File: src/rtl/bta_pkg.sv
`timescale 1ns / 1ps
// ----------------------------------------------------------------------------
// bta_pkg
// Shared widths, codes and types of the boundary-tag first-fit allocator.
// ----------------------------------------------------------------------------
package bta_pkg;

    localparam int OPCODE_W    = 2;
    localparam int BYTES_W     = 16;
    localparam int BLOCK_W     = 10;
    localparam int BLOCKS_W    = 11;
    localparam int STATUS_W    = 2;
    localparam int SURPLUS_W   = 5;
    localparam int BLOCK_SHIFT = 4;
    localparam int NEED_W      = BYTES_W - BLOCK_SHIFT + 1;
    localparam int CFG_IDX_W   = 1;
    localparam int CFG_DATA_W  = 11;

    localparam logic [OPCODE_W-1:0] OP_ALLOC = 2'd0;
    localparam logic [OPCODE_W-1:0] OP_FREE  = 2'd1;
    localparam logic [OPCODE_W-1:0] OP_INIT  = 2'd2;

    localparam logic [STATUS_W-1:0] ST_OK    = 2'd0;
    localparam logic [STATUS_W-1:0] ST_ZERO  = 2'd1;
    localparam logic [STATUS_W-1:0] ST_NOFIT = 2'd2;

    localparam logic [CFG_IDX_W-1:0] REG_HEAP_BLOCKS = 1'd0;
    localparam logic [CFG_IDX_W-1:0] REG_MIN_SPLIT   = 1'd1;

    localparam logic [BLOCKS_W-1:0]  HEAP_BLOCKS_RST = 11'd1024;
    localparam logic [SURPLUS_W-1:0] MIN_SPLIT_RST   = 5'd4;

    typedef struct packed {
        logic [BLOCKS_W-1:0]  heap_blocks;
        logic [SURPLUS_W-1:0] min_split;
    } t_cfg;

endpackage

File: src/rtl/bta_if.sv
`timescale 1ns / 1ps
// ----------------------------------------------------------------------------
// bta_if
// Valid/ready channels: request, result and configuration write.
// ----------------------------------------------------------------------------
interface bta_req_if;
    logic                          valid;
    logic                          ready;
    logic [bta_pkg::OPCODE_W-1:0]  opcode;
    logic [bta_pkg::BYTES_W-1:0]   request_bytes;
    logic [bta_pkg::BLOCK_W-1:0]   free_block;

    modport source (output valid, opcode, request_bytes, free_block, input ready);
    modport sink   (input valid, opcode, request_bytes, free_block, output ready);
endinterface

interface bta_res_if;
    logic                          valid;
    logic                          ready;
    logic [bta_pkg::STATUS_W-1:0]  status;
    logic [bta_pkg::BLOCK_W-1:0]   start_block;
    logic [bta_pkg::BLOCKS_W-1:0]  blocks_granted;

    modport source (output valid, status, start_block, blocks_granted, input ready);
    modport sink   (input valid, status, start_block, blocks_granted, output ready);
endinterface


File: src/rtl/bta_ctrl.sv
`timescale 1ns / 1ps
// ----------------------------------------------------------------------------
// bta_ctrl
// Sequencer: walks header tags, splits, merges and formats the heap.
// ----------------------------------------------------------------------------
module bta_ctrl #(
    parameter int HEAP_BLOCKS = 1024
) (
    input  logic                               i_clk,
    input  logic                               i_rst_n,
    input  bta_pkg::t_cfg                      i_cfg,
    bta_req_if.sink                            i_req,
    bta_res_if.source                          o_res,
    output logic                               o_hdr_we,
    output logic [$clog2(HEAP_BLOCKS)-1:0]     o_hdr_waddr,
    output logic [$clog2(HEAP_BLOCKS+1):0]     o_hdr_wdata,
    output logic [$clog2(HEAP_BLOCKS)-1:0]     o_hdr_raddr,
    input  logic [$clog2(HEAP_BLOCKS+1):0]     i_hdr_rdata,
    output logic                               o_ftr_we,
    output logic [$clog2(HEAP_BLOCKS)-1:0]     o_ftr_waddr,
    output logic [$clog2(HEAP_BLOCKS+1):0]     o_ftr_wdata,
    output logic [$clog2(HEAP_BLOCKS)-1:0]     o_ftr_raddr,
    input  logic [$clog2(HEAP_BLOCKS+1):0]     i_ftr_rdata
);

    localparam int AW = $clog2(HEAP_BLOCKS);
    localparam int SW = $clog2(HEAP_BLOCKS + 1);
    localparam int TW = SW + 1;
    localparam int XW = ((SW > bta_pkg::NEED_W) ? SW : bta_pkg::NEED_W) + 1;

    typedef enum logic [2:0] {
        S_IDLE,
        S_FMT,
        S_WALK,
        S_SPLIT,
        S_FREE_A,
        S_FREE_B,
        S_RESULT
    } t_state;

    t_state                        r_state, n_state;
    logic                          r_report, n_report;
    logic [AW-1:0]                 r_pos, n_pos;
    logic [AW-1:0]                 r_blk, n_blk;
    logic [SW-1:0]                 r_avail, n_avail;
    logic [SW-1:0]                 r_heap_end, n_heap_end;
    logic [bta_pkg::NEED_W-1:0]    r_need, n_need;
    logic [TW-1:0]                 r_tag, n_tag;
    logic [TW-1:0]                 r_prev, n_prev;
    logic [bta_pkg::STATUS_W-1:0]  r_res_status, n_res_status;
    logic [bta_pkg::BLOCK_W-1:0]   r_res_start, n_res_start;
    logic [bta_pkg::BLOCKS_W-1:0]  r_res_blocks, n_res_blocks;
    logic                          r_out_valid, n_out_valid;
    logic [bta_pkg::STATUS_W-1:0]  r_out_status, n_out_status;
    logic [bta_pkg::BLOCK_W-1:0]   r_out_start, n_out_start;
    logic [bta_pkg::BLOCKS_W-1:0]  r_out_blocks, n_out_blocks;

    assign i_req.ready          = (r_state == S_IDLE);
    assign o_res.valid          = r_out_valid;
    assign o_res.status         = r_out_status;
    assign o_res.start_block    = r_out_start;
    assign o_res.blocks_granted = r_out_blocks;

    always_comb begin
        logic [XW-1:0] hb_x;
        logic [XW-1:0] fmt_x;
        logic [XW-1:0] end_x;
        logic [XW-1:0] pos_x;
        logic [XW-1:0] blk_x;
        logic [XW-1:0] size_x;
        logic [XW-1:0] need_x;
        logic [XW-1:0] surplus_x;
        logic [XW-1:0] split_x;
        logic [XW-1:0] next_x;
        logic [XW-1:0] start_x;
        logic [XW-1:0] total_x;
        logic [XW-1:0] prev_x;
        logic [XW-1:0] nbr_x;
        logic [XW-1:0] tail_x;
        logic [bta_pkg::NEED_W-1:0] need_in;

        n_state      = r_state;
        n_report     = r_report;
        n_pos        = r_pos;
        n_blk        = r_blk;
        n_avail      = r_avail;
        n_heap_end   = r_heap_end;
        n_need       = r_need;
        n_tag        = r_tag;
        n_prev       = r_prev;
        n_res_status = r_res_status;
        n_res_start  = r_res_start;
        n_res_blocks = r_res_blocks;
        n_out_valid  = r_out_valid && !o_res.ready;
        n_out_status = r_out_status;
        n_out_start  = r_out_start;
        n_out_blocks = r_out_blocks;

        o_hdr_we    = 1'b0;
        o_hdr_waddr = '0;
        o_hdr_wdata = '0;
        o_hdr_raddr = '0;
        o_ftr_we    = 1'b0;
        o_ftr_waddr = '0;
        o_ftr_wdata = '0;
        o_ftr_raddr = '0;

        hb_x   = XW'(i_cfg.heap_blocks);
        fmt_x  = (hb_x < XW'(2)) ? XW'(2) :
                 (hb_x > XW'(HEAP_BLOCKS)) ? XW'(HEAP_BLOCKS) : hb_x;
        end_x  = XW'(r_heap_end);
        pos_x  = XW'(r_pos);
        blk_x  = XW'(r_blk);
        need_x = XW'(r_need);
        size_x = '0;
        surplus_x = '0;
        next_x  = '0;
        start_x = '0;
        total_x = '0;
        prev_x  = '0;
        nbr_x   = '0;
        tail_x  = '0;
        split_x = (i_cfg.min_split == '0) ? XW'(1) : XW'(i_cfg.min_split);
        need_in = bta_pkg::NEED_W'(i_req.request_bytes[bta_pkg::BYTES_W-1:bta_pkg::BLOCK_SHIFT])
                + bta_pkg::NEED_W'(i_req.request_bytes[bta_pkg::BLOCK_SHIFT-1:0] != '0)
                + bta_pkg::NEED_W'(1);

        case (r_state)
            S_IDLE: begin
                if (i_req.valid) begin
                    case (i_req.opcode)
                        bta_pkg::OP_ALLOC: begin
                            if (i_req.request_bytes == '0) begin
                                n_res_status = bta_pkg::ST_ZERO;
                                n_res_start  = '0;
                                n_res_blocks = '0;
                                n_state      = S_RESULT;
                            end else begin
                                n_need      = need_in;
                                n_pos       = '0;
                                o_hdr_raddr = '0;
                                n_state     = S_WALK;
                            end
                        end
                        bta_pkg::OP_FREE: begin
                            blk_x = XW'(i_req.free_block);
                            if (blk_x >= end_x) begin
                                n_res_status = bta_pkg::ST_OK;
                                n_res_start  = i_req.free_block;
                                n_res_blocks = '0;
                                n_state      = S_RESULT;
                            end else begin
                                n_blk       = blk_x[AW-1:0];
                                o_hdr_raddr = blk_x[AW-1:0];
                                o_ftr_raddr = blk_x[AW-1:0] - AW'(1);
                                n_state     = S_FREE_A;
                            end
                        end
                        bta_pkg::OP_INIT: begin
                            n_report = 1'b1;
                            n_state  = S_FMT;
                        end
                        default: begin
                            n_res_status = bta_pkg::ST_OK;
                            n_res_start  = '0;
                            n_res_blocks = '0;
                            n_state      = S_RESULT;
                        end
                    endcase
                end
            end
            S_FMT: begin
                o_hdr_we    = 1'b1;
                o_hdr_waddr = '0;
                o_hdr_wdata = {fmt_x[SW-1:0], 1'b0};
                o_ftr_we    = 1'b1;
                tail_x      = fmt_x - XW'(1);
                o_ftr_waddr = tail_x[AW-1:0];
                o_ftr_wdata = {fmt_x[SW-1:0], 1'b0};
                n_heap_end  = fmt_x[SW-1:0];
                n_res_status = bta_pkg::ST_OK;
                n_res_start  = '0;
                n_res_blocks = fmt_x[bta_pkg::BLOCKS_W-1:0];
                n_state      = r_report ? S_RESULT : S_IDLE;
                n_report     = 1'b0;
            end
            S_WALK: begin
                size_x    = XW'(i_hdr_rdata[TW-1:1]);
                surplus_x = size_x - need_x;
                next_x    = pos_x + size_x;
                n_res_start  = pos_x[bta_pkg::BLOCK_W-1:0];
                n_res_status = bta_pkg::ST_OK;
                if (size_x == '0 || size_x > end_x - pos_x) begin
                    n_res_status = bta_pkg::ST_NOFIT;
                    n_res_start  = '0;
                    n_res_blocks = '0;
                    n_state      = S_RESULT;
                end else if (!i_hdr_rdata[0] && size_x >= need_x) begin
                    o_hdr_we    = 1'b1;
                    o_hdr_waddr = r_pos;
                    o_ftr_we    = 1'b1;
                    if (surplus_x < split_x) begin
                        tail_x       = next_x - XW'(1);
                        o_hdr_wdata  = {size_x[SW-1:0], 1'b1};
                        o_ftr_waddr  = tail_x[AW-1:0];
                        o_ftr_wdata  = {size_x[SW-1:0], 1'b1};
                        n_res_blocks = size_x[bta_pkg::BLOCKS_W-1:0];
                        n_state      = S_RESULT;
                    end else begin
                        tail_x       = pos_x + need_x - XW'(1);
                        o_hdr_wdata  = {need_x[SW-1:0], 1'b1};
                        o_ftr_waddr  = tail_x[AW-1:0];
                        o_ftr_wdata  = {need_x[SW-1:0], 1'b1};
                        n_avail      = size_x[SW-1:0];
                        n_res_blocks = need_x[bta_pkg::BLOCKS_W-1:0];
                        n_state      = S_SPLIT;
                    end
                end else if (next_x >= end_x) begin
                    n_res_status = bta_pkg::ST_NOFIT;
                    n_res_start  = '0;
                    n_res_blocks = '0;
                    n_state      = S_RESULT;
                end else begin
                    o_hdr_raddr = next_x[AW-1:0];
                    n_pos       = next_x[AW-1:0];
                end
            end
            S_SPLIT: begin
                size_x      = XW'(r_avail);
                surplus_x   = size_x - need_x;
                start_x     = pos_x + need_x;
                tail_x      = pos_x + size_x - XW'(1);
                o_hdr_we    = 1'b1;
                o_hdr_waddr = start_x[AW-1:0];
                o_hdr_wdata = {surplus_x[SW-1:0], 1'b0};
                o_ftr_we    = 1'b1;
                o_ftr_waddr = tail_x[AW-1:0];
                o_ftr_wdata = {surplus_x[SW-1:0], 1'b0};
                n_state     = S_RESULT;
            end
            S_FREE_A: begin
                size_x = XW'(i_hdr_rdata[TW-1:1]);
                next_x = blk_x + size_x;
                if (size_x == '0 || size_x > end_x - blk_x) begin
                    n_res_status = bta_pkg::ST_OK;
                    n_res_start  = blk_x[bta_pkg::BLOCK_W-1:0];
                    n_res_blocks = '0;
                    n_state      = S_RESULT;
                end else begin
                    tail_x      = next_x - XW'(1);
                    o_ftr_raddr = tail_x[AW-1:0];
                    o_hdr_raddr = next_x[AW-1:0];
                    n_tag       = i_hdr_rdata;
                    n_prev      = i_ftr_rdata;
                    n_state     = S_FREE_B;
                end
            end
            S_FREE_B: begin
                size_x  = XW'(r_tag[TW-1:1]);
                next_x  = blk_x + size_x;
                prev_x  = XW'(r_prev[TW-1:1]);
                nbr_x   = XW'(i_hdr_rdata[TW-1:1]);
                start_x = blk_x;
                total_x = size_x;
                if (i_ftr_rdata != r_tag) begin
                    n_res_status = bta_pkg::ST_OK;
                    n_res_start  = blk_x[bta_pkg::BLOCK_W-1:0];
                    n_res_blocks = '0;
                end else begin
                    if (blk_x != '0 && !r_prev[0] && prev_x != '0 && prev_x <= blk_x) begin
                        start_x = blk_x - prev_x;
                        total_x = total_x + prev_x;
                    end
                    if (next_x < end_x && !i_hdr_rdata[0] && nbr_x != '0
                            && nbr_x <= end_x - next_x) begin
                        total_x = total_x + nbr_x;
                    end
                    tail_x      = start_x + total_x - XW'(1);
                    o_hdr_we    = 1'b1;
                    o_hdr_waddr = start_x[AW-1:0];
                    o_hdr_wdata = {total_x[SW-1:0], 1'b0};
                    o_ftr_we    = 1'b1;
                    o_ftr_waddr = tail_x[AW-1:0];
                    o_ftr_wdata = {total_x[SW-1:0], 1'b0};
                    n_res_status = bta_pkg::ST_OK;
                    n_res_start  = start_x[bta_pkg::BLOCK_W-1:0];
                    n_res_blocks = total_x[bta_pkg::BLOCKS_W-1:0];
                end
                n_state = S_RESULT;
            end
            S_RESULT: begin
                if (!r_out_valid || o_res.ready) begin
                    n_out_valid  = 1'b1;
                    n_out_status = r_res_status;
                    n_out_start  = r_res_start;
                    n_out_blocks = r_res_blocks;
                    n_state      = S_IDLE;
                end
            end
            default: begin
                n_state = S_IDLE;
            end
        endcase
    end

    always_ff @(posedge i_clk) begin
        if (!i_rst_n) begin
            r_state     <= S_FMT;
            r_report    <= 1'b0;
            r_out_valid <= 1'b0;
        end else begin
            r_state     <= n_state;
            r_report    <= n_report;
            r_out_valid <= n_out_valid;
        end
        r_pos        <= n_pos;
        r_blk        <= n_blk;
        r_avail      <= n_avail;
        r_heap_end   <= n_heap_end;
        r_need       <= n_need;
        r_tag        <= n_tag;
        r_prev       <= n_prev;
        r_res_status <= n_res_status;
        r_res_start  <= n_res_start;
        r_res_blocks <= n_res_blocks;
        r_out_status <= n_out_status;
        r_out_start  <= n_out_start;
        r_out_blocks <= n_out_blocks;
    end

endmodule

File: src/flat_wrapper.sv
// flat-port wrapper written by rule: the top's interface ports become plain ports
module bta_ctrl_flat 
#(
    parameter int HEAP_BLOCKS = 1024
)
  (i_clk, i_rst_n, i_cfg, o_hdr_we, o_hdr_waddr, o_hdr_wdata, o_hdr_raddr, i_hdr_rdata, o_ftr_we, o_ftr_waddr, o_ftr_wdata, o_ftr_raddr, i_ftr_rdata, i_req_valid, i_req_opcode, i_req_request_bytes, i_req_free_block, i_req_ready, o_res_valid, o_res_status, o_res_start_block, o_res_blocks_granted, o_res_ready);
  bta_req_if i_req_i ();
  bta_res_if o_res_i ();
  input  logic i_clk;
  input  logic i_rst_n;
  input  bta_pkg::t_cfg i_cfg;
  output logic o_hdr_we;
  output logic [$clog2(HEAP_BLOCKS)-1:0] o_hdr_waddr;
  output logic [$clog2(HEAP_BLOCKS+1):0] o_hdr_wdata;
  output logic [$clog2(HEAP_BLOCKS)-1:0] o_hdr_raddr;
  input  logic [$clog2(HEAP_BLOCKS+1):0] i_hdr_rdata;
  output logic o_ftr_we;
  output logic [$clog2(HEAP_BLOCKS)-1:0] o_ftr_waddr;
  output logic [$clog2(HEAP_BLOCKS+1):0] o_ftr_wdata;
  output logic [$clog2(HEAP_BLOCKS)-1:0] o_ftr_raddr;
  input  logic [$clog2(HEAP_BLOCKS+1):0] i_ftr_rdata;
  input wire logic [$bits(i_req_i.valid)-1:0] i_req_valid;
  input wire logic [$bits(i_req_i.opcode)-1:0] i_req_opcode;
  input wire logic [$bits(i_req_i.request_bytes)-1:0] i_req_request_bytes;
  input wire logic [$bits(i_req_i.free_block)-1:0] i_req_free_block;
  output wire logic [$bits(i_req_i.ready)-1:0] i_req_ready;
  output wire logic [$bits(o_res_i.valid)-1:0] o_res_valid;
  output wire logic [$bits(o_res_i.status)-1:0] o_res_status;
  output wire logic [$bits(o_res_i.start_block)-1:0] o_res_start_block;
  output wire logic [$bits(o_res_i.blocks_granted)-1:0] o_res_blocks_granted;
  input wire logic [$bits(o_res_i.ready)-1:0] o_res_ready;
  assign i_req_i.valid = i_req_valid;
  assign i_req_i.opcode = i_req_opcode;
  assign i_req_i.request_bytes = i_req_request_bytes;
  assign i_req_i.free_block = i_req_free_block;
  assign i_req_ready = i_req_i.ready;
  assign o_res_valid = o_res_i.valid;
  assign o_res_status = o_res_i.status;
  assign o_res_start_block = o_res_i.start_block;
  assign o_res_blocks_granted = o_res_i.blocks_granted;
  assign o_res_i.ready = o_res_ready;
  bta_ctrl #(.HEAP_BLOCKS(HEAP_BLOCKS)) u_core (.i_clk(i_clk), .i_rst_n(i_rst_n), .i_cfg(i_cfg), .i_req(i_req_i), .o_res(o_res_i), .o_hdr_we(o_hdr_we), .o_hdr_waddr(o_hdr_waddr), .o_hdr_wdata(o_hdr_wdata), .o_hdr_raddr(o_hdr_raddr), .i_hdr_rdata(i_hdr_rdata), .o_ftr_we(o_ftr_we), .o_ftr_waddr(o_ftr_waddr), .o_ftr_wdata(o_ftr_wdata), .o_ftr_raddr(o_ftr_raddr), .i_ftr_rdata(i_ftr_rdata));
endmodule
File: config.mk
export PLATFORM = sky130hd
export DESIGN_NAME = bta_ctrl_flat
export DESIGN_NICKNAME = d
export VERILOG_FILES = /design/src/rtl/bta_pkg.sv /design/src/rtl/bta_if.sv /design/src/rtl/bta_ctrl.sv /design/src/flat_wrapper.sv
export SDC_FILE = /design/constraint.sdc
export NUM_CORES = 1
export LEC_CHECK = 0
export ABC_AREA = 1
export BUFFER_PORTS_ARGS = -buffer_cell sky130_fd_sc_hd__buf_2
export CAP_MARGIN = 20
export CORE_UTILIZATION = 45
export DETAILED_ROUTE_END_ITERATION = 10
export PLACE_DENSITY = 0.63
export RECOVER_POWER = 25
export SYNTH_ARGS = -nofsm -noshare
export SYNTH_HDL_FRONTEND = slang
export SYNTH_SLANG_ARGS = --single-unit
File: constraint.sdc
create_clock -name i_clk -period 8.16 [get_ports i_clk]
set_clock_uncertainty 0.05 [all_clocks]
set_input_delay 0.816 -clock i_clk [delete_from_list [all_inputs] [get_ports i_clk]]
set_output_delay 0.816 -clock i_clk [all_outputs]
set_load 0.005 [all_outputs]
==> results of run 1 <==
## per-layer routing
| metal | GRT usage, % | vias to the layer above | part of all wire (%) |
|---|---|---|---|
| li1 | - | 7408 | - |
| met3 | 7.06 | 140 | 9.0 |
| met2 | 49.7 | 711 | 43 |
| met1 | 43.3 | 7047 | 43 |
| met4 | 13.6 | 0 | 4.3 |
| met5 | 0.549 | - | 0 |
## worst paths after layout
kind | endpoint | slack (ps) | depth (start not counted)
worst max-delay path | o_ftr_waddr[3] | 530 | 33
worst min-delay path | u_core.o_res.blocks_granted[1]$_DFFE_PP_ | 370 | 0
worst max register to register | u_core.r_pos[2]$_SDFFCE_PN0P_ | 2540 | 25
worst min register to register | u_core.o_res.blocks_granted[1]$_DFFE_PP_ | 370 | 0
## power breakdown
group / internal, mW / switching [mW]
Sequential: 0.920 / 0.144
Clock: 0.435 / 0.357
Combinational: 1.02 / 1.75
Total: 2.37 / 2.25
## layout make-up
class	instances	area, um2
flip-flops and latches	130	3850
clock inverters	15	168
multi-input cells	1557	10100
clock buffers	17	425
inverters	367	1380
fillers	3405	16300
well taps	448	561
repair buffers	182	908
## cell families (layout without fill, tap and decap cells)
| group | count (synthesis) | in the layout | share of synthesized area, % |
|---|---|---|---|
| AND/OR/NAND/NOR | 810 | 810 | 23.1 |
| buffers and inverters | 407 | 581 | 10.4 |
| XOR/XNOR | 130 | 130 | 7.34 |
| AO/OA/AOI/OAI | 376 | 376 | 14.3 |
| adder cells (fa/ha/maj) | 241 | 241 | 20.1 |
| flip-flops | 130 | 130 | 24.8 |
## synth_stat cells (all sizes together), types with 5 or more instances
cell / number / area share (%)
nand2: 403 / 9.9
inv: 365 / 8.8
ha: 227 / 18
a21oi: 166 / 5.4
nor2: 138 / 3.5
nand3: 137 / 4.5
edfxtp: 125 / 24
xor2: 96 / 5.4
o21ai: 86 / 2.9
nor3: 44 / 1.5
nand4: 36 / 1.5
xnor2: 34 / 1.9
or2: 27 / 1.1
buf: 23 / 1.1
o211ai: 23 / 1.1
clkbuf: 17 / 0.41
a31oi: 16 / 0.65
o21bai: 15 / 0.73
fa: 14 / 1.8
o221ai: 14 / 0.79
o22ai: 12 / 0.48
a211oi: 9 / 0.44
a21o: 9 / 0.44
nand3b: 9 / 0.44
nor4: 9 / 0.36
o31ai: 7 / 0.34
dfxtp: 5 / 0.65
## repair_timing
item,CTS,global route
pin swaps,0,3
endpoints found under the setup margin,3,7
resized for setup,3,6
buffers inserted,0,5
## worst max-delay path, delay by kind of cell, from the launching register on
family	cells	cell delay (ps)
AOI/OAI and AO/OA	10	2120
adders and majority gates	7	2100
and+or+nand+nor	10	890
xor gates and xnor gates	3	470
DFF	1	400
buffers and inverters	3	330
## state kept, by name, summed over array words and instances, names as in the netlist, 10 cells and up
| register | count |
|---|---|
| u_core.r_res_blocks | 11 |
| u_core.r_prev | 12 |
| u_core.r_tag | 12 |
| u_core.r_pos | 10 |
| u_core.r_avail | 11 |
| u_core.o_res.blocks_granted | 11 |
| u_core.r_res_start | 10 |
| u_core.r_need | 13 |
| u_core.r_heap_end | 11 |
| u_core.o_res.start_block | 10 |
| u_core.r_blk | 10 |
## stage by stage
step	setup TNS [ps]	setup WS (ps)	total power, mW	hold WS, ps	instance area (um2)
global placement	0	598	3.71	350	16800
floorplan	0	1460	2.95	350	15500
global route	-3.00	-3.00	4.99	377	17400
detailed placement	0	412	3.75	355	16800
CTS	0	122	4.56	368	17400
finish	0	525	4.62	369	17400
==> results_dict.tcl, run 1 <==
set metrics [dict create \
    initial_utilization_pct 46.0 \
    slew_headroom_pct -10.6 \
    p_leak_nw 8.73 \
    yosysUniqueCellTypes 58 \
    grt_pass1_wl_mm 84.4 \
    max_freq_mhz 131 \
    clock_path_buffers 2 \
    cts_buffers 17 \
    synth-edff-count 125 \
    placementRows 67 \
    cts_tree "yes" \
    synth-main-ff-cell "edfxtp_1" \
    grt_overflow 0 \
    hold_start "u_core.r_res_blocks[1]$_DFFE_PP_" \
    hold_violations 0 \
    worst_pin_slew_ps 1660 \
    crit_path_start_kind "register" \
    drt_pass1_iterations 5 \
    port_buffers 162 \
    netlist_area_um2 15500 \
    failed_checks "capacitance limit, slew limit" \
    syn_avg_cell_area_um2 7.41 \
    ctsHoldBuffers 0 \
    path_common_cell "nand2_1" \
    status "complete, but fails checks" \
    fp.dieW_um 188 \
    dieArea_um2 35200 \
    startpoint "u_core.r_tag[1]$_DFFE_PP_" \
    drv_slew 24 \
    clockRootBuffer "clkbuf_16" \
    area_growth_pct 12.0 \
    final_cell_mix "nand2_1, inv_1, ha_1" \
    track_usage_pct 32.2 \
    critPathCaptureType "output port" \
    cp.required_ps 7290 \
    min_path_type "register to register" \
    arrival_ps 6770 \
    ys_seq_elements 130 \
    diodes 0 \
    clk_pin_slew_ps 70 \
    fin_cells 2716 \
    layout_worst_path_cycle_share_pct 93.6 \
    nets 2568 \
    pin_count 163 \
    synthCells 2094 \
    grt_antenna_before_repair 0 \
    powerDensity_nw_per_um2 266 \
    gp_congestion 0.983 \
    grt_max_degree 37 \
    worst-setup-path-type "register to output port" \
    synthArstFlopShare_pct 0 \
    drive_gt1_share_pct 10.5 \
    clock_latency_ps 460 \
    cpMaxStageDelayCell "a2111oi_1" \
    die_h_um 188 \
    period_minus_slack_ps 7630 \
    core_um2 33700 \
    drtAntennaViolNets 0 \
    worstPathMaxFanout 7 \
    grt_pass1_vias 14300 \
    r2r-start "u_core.r_heap_end[0]$_DFFE_PP_" \
    finalWirelength_mm 57.1 \
    vias_per_cell 5.64 \
    peakVddDrop_mv 0.185 \
    wl_per_cell_um 21.0 \
    finalSetupViolCount 0 \
    drv_cap 3 \
    mostFrequentLayoutCell "nand2_1" \
    via_count 15300 \
    htree_levels 4 \
    drc_errors 0 \
    clock-sinks 130 \
    place_inst 2679 \
    ys.warnings.count 0 \
    utilization_pct 51.6 \
    slowest_delay_ps 510 \
    synth_fp_nets 2407 \
    hpwl_mm 45.7 \
    ys_seq_area_share_pct 24.8 \
    first_iter_violations 1360 \
]
Power figures use the tool's default switching activity.
==> run 2, diff against run 1 <==
- CORE_ASPECT_RATIO: not set -> 1.25
==> run 2 against run 1 <==
The flow now finishes without violations. Sequential cell count stayed put. Non-clock buffer count is 2 lower. Core utilization is 0.18 points lower. Wire length is 0.52% lower. Count of clock-buffer cells in the layout is 1 higher. Setup slack better by 13 ps. Via count is 0.65% higher. Total power is 0.92% higher. Global-route usage is 0.35 points higher. Die area hardly changed. Maximum frequency is 0.17% higher. Largest power group unchanged.
==> results_dict.tcl, run 2 (synthesis gave the netlist of run 1 again) <==
set metrics [dict create \
    fin_cells 2690 \
    track_usage_pct 32.6 \
    r2r_slack_ps 2270 \
    powerDensity_nw_per_um2 269 \
    grt_pass1_wl_mm 84.8 \
    finalSetupViolCount 0 \
    dieArea_um2 35200 \
    top_register "u_core.r_need" \
    max_freq_mhz 131 \
    first_iter_violations 1514 \
    finalWirelength_mm 56.8 \
    grt_max_degree 37 \
    rsz0062_at_grt "no" \
    multi_input_area_um2 10100 \
    fillers 3418 \
    wl_per_cell_um 21.1 \
    core_um2 33800 \
    hold_start "u_core.r_res_start[1]$_DFFE_PP_" \
    fp.dieW_um 168 \
    clock_path_buffers 2 \
    r2r-start "u_core.r_heap_end[0]$_DFFE_PP_" \
    cts_buffers 17 \
    status "complete, no violations" \
    die_h_um 210 \
    drc_errors 0 \
    path_common_cell "nand2_1" \
    critPathCaptureType "output port" \
    via_count 15400 \
    mostFrequentLayoutCell "nand2_1" \
    cpMaxStageDelayCell "fa_1" \
    seqCellArea_um2 3850 \
    r2r_cells 25 \
    vias_per_cell 5.73 \
    period_minus_slack_ps 7620 \
    nets 2566 \
    setup_ws_ps 538 \
    initial_utilization_pct 45.9 \
    pin_count 163 \
    finalInstanceArea_um2 17400 \
    drv_slew 0 \
    final_cell_mix "nand2_1, inv_1, ha_1" \
    final.setup.tns_ps 0 \
    hold_violations 0 \
    drt_pass1_iterations 7 \
    crit_path_start_kind "register" \
    hold_ws_ps 367 \
    hpwl_mm 45.5 \
    drv_cap 0 \
    worst-setup-path-type "register to output port" \
    min_path_type "register to register" \
    peakVddDrop_mv 0.176 \
    grt_overflow 0 \
    area_growth_pct 11.9 \
    worst_pin_slew_ps 1450 \
    arrival_ps 6760 \
    grt_pass1_vias 14700 \
    clock-sinks 130 \
    worstReg2RegEnd "u_core.r_res_blocks[9]$_DFFE_PP_" \
    clockRootBuffer "clkbuf_16" \
    drtAntennaViolNets 0 \
    layout_worst_path_cycle_share_pct 93.4 \
    clock_latency_ps 460 \
    grt_antenna_before_repair 0 \
    worstPathMaxFanout 10 \
    slew_headroom_pct 3.02 \
    htree_levels 4 \
    cts_tree "yes" \
    slowest_delay_ps 460 \
    reg_top3 "u_core.r_need x13, u_core.r_prev x12, u_core.r_tag x12" \
    drive_gt1_share_pct 10.3 \
    largest_reg_flops 13 \
    port_buffers 162 \
    whs_endpoint "u_core.o_res.start_block[1]$_DFFE_PP_" \
    place_area_um2 16700 \
    dp_slack_ps 526 \
    cp.required_ps 7290 \
    gp_congestion 1.03 \
    holdPathStages 0 \
    p_leak_nw 8.72 \
    placementRows 75 \
    clk_pin_slew_ps 70 \
    place_inst 2650 \
]
## run 2: changes by cell type in the layout (fill, tap and decap cells not counted), sizes merged
| cell | change |
|---|---|
| buf | -1 |
| bufinv | +3 |
| clkinv | +2 |
| clkinvlp | +2 |
| diode | +1 |
| inv | -8 |
## run 2: routing by layer
metal / vias up / part of all wire, % / wire, um / GRT usage [%]
met5: - / 0 / 0 / 0
li1: 7390 / - / - / -
met3: 172 / 7.2 / 4110 / 4.70
met1: 7158 / 40 / 22900 / 39.9
met2: 685 / 46 / 26100 / 54.7
met4: 0 / 6.5 / 3670 / 18.8
## run 2: timing repair
action                                  CTS  global route
endpoints found under the setup margin    0             7
hold buffers                              0             0
setup buffers                             0             6
gates resized for setup                   0             9
## run 2: layout make-up
class | count | area share (%)
multi-input combinational | 1557 | 58.1
clock inverter | 14 | 1.07
timing repair buffer | 180 | 5.17
clock buffer | 18 | 2.47
tap | 423 | 3.05
antenna | 1 | 0.0144
inverter | 367 | 7.94
sequential | 130 | 22.2
## run 2: worst max path at each step
| stage | start | to | slack [ps] |
|---|---|---|---|
| after floorplan | u_core.r_blk[1]$_DFFE_PP_ | o_ftr_waddr[7] | 1460 |
| after global placement | u_core.r_tag[2]$_DFFE_PP_ | o_ftr_waddr[7] | 750 |
| after detailed placement | u_core.r_tag[2]$_DFFE_PP_ | o_ftr_waddr[7] | 530 |
| after CTS | u_core.r_tag[2]$_DFFE_PP_ | o_ftr_waddr[7] | 20 |
| after global routing | u_core.r_tag[1]$_DFFE_PP_ | o_ftr_waddr[9] | 0.7 |
| final | u_core.r_tag[1]$_DFFE_PP_ | o_ftr_waddr[7] | 540 |
## run 2: through the flow
step	total power [mW]	util, %
floorplan	2.95	-
global placement	3.70	49.5
detailed placement	3.74	49.5
CTS	4.60	51.3
global route	5.02	51.4
finish	4.67	51.4
## run 2: critical path: cells and delay by family (launching register included)
family | cells | cell delay (ps)
compound gates | 11 | 1820
xor+xnor | 2 | 310
fa+ha+maj | 6 | 1950
buf+inv | 4 | 400
flops | 1 | 410
simple gates | 13 | 1430
## run 2: power breakdown
| part | switching, mW | internal, mW |
|---|---|---|
| Sequential | 0.146 | 0.920 |
| Clock | 0.334 | 0.509 |
| Combinational | 1.74 | 1.02 |
| Total | 2.22 | 2.45 |
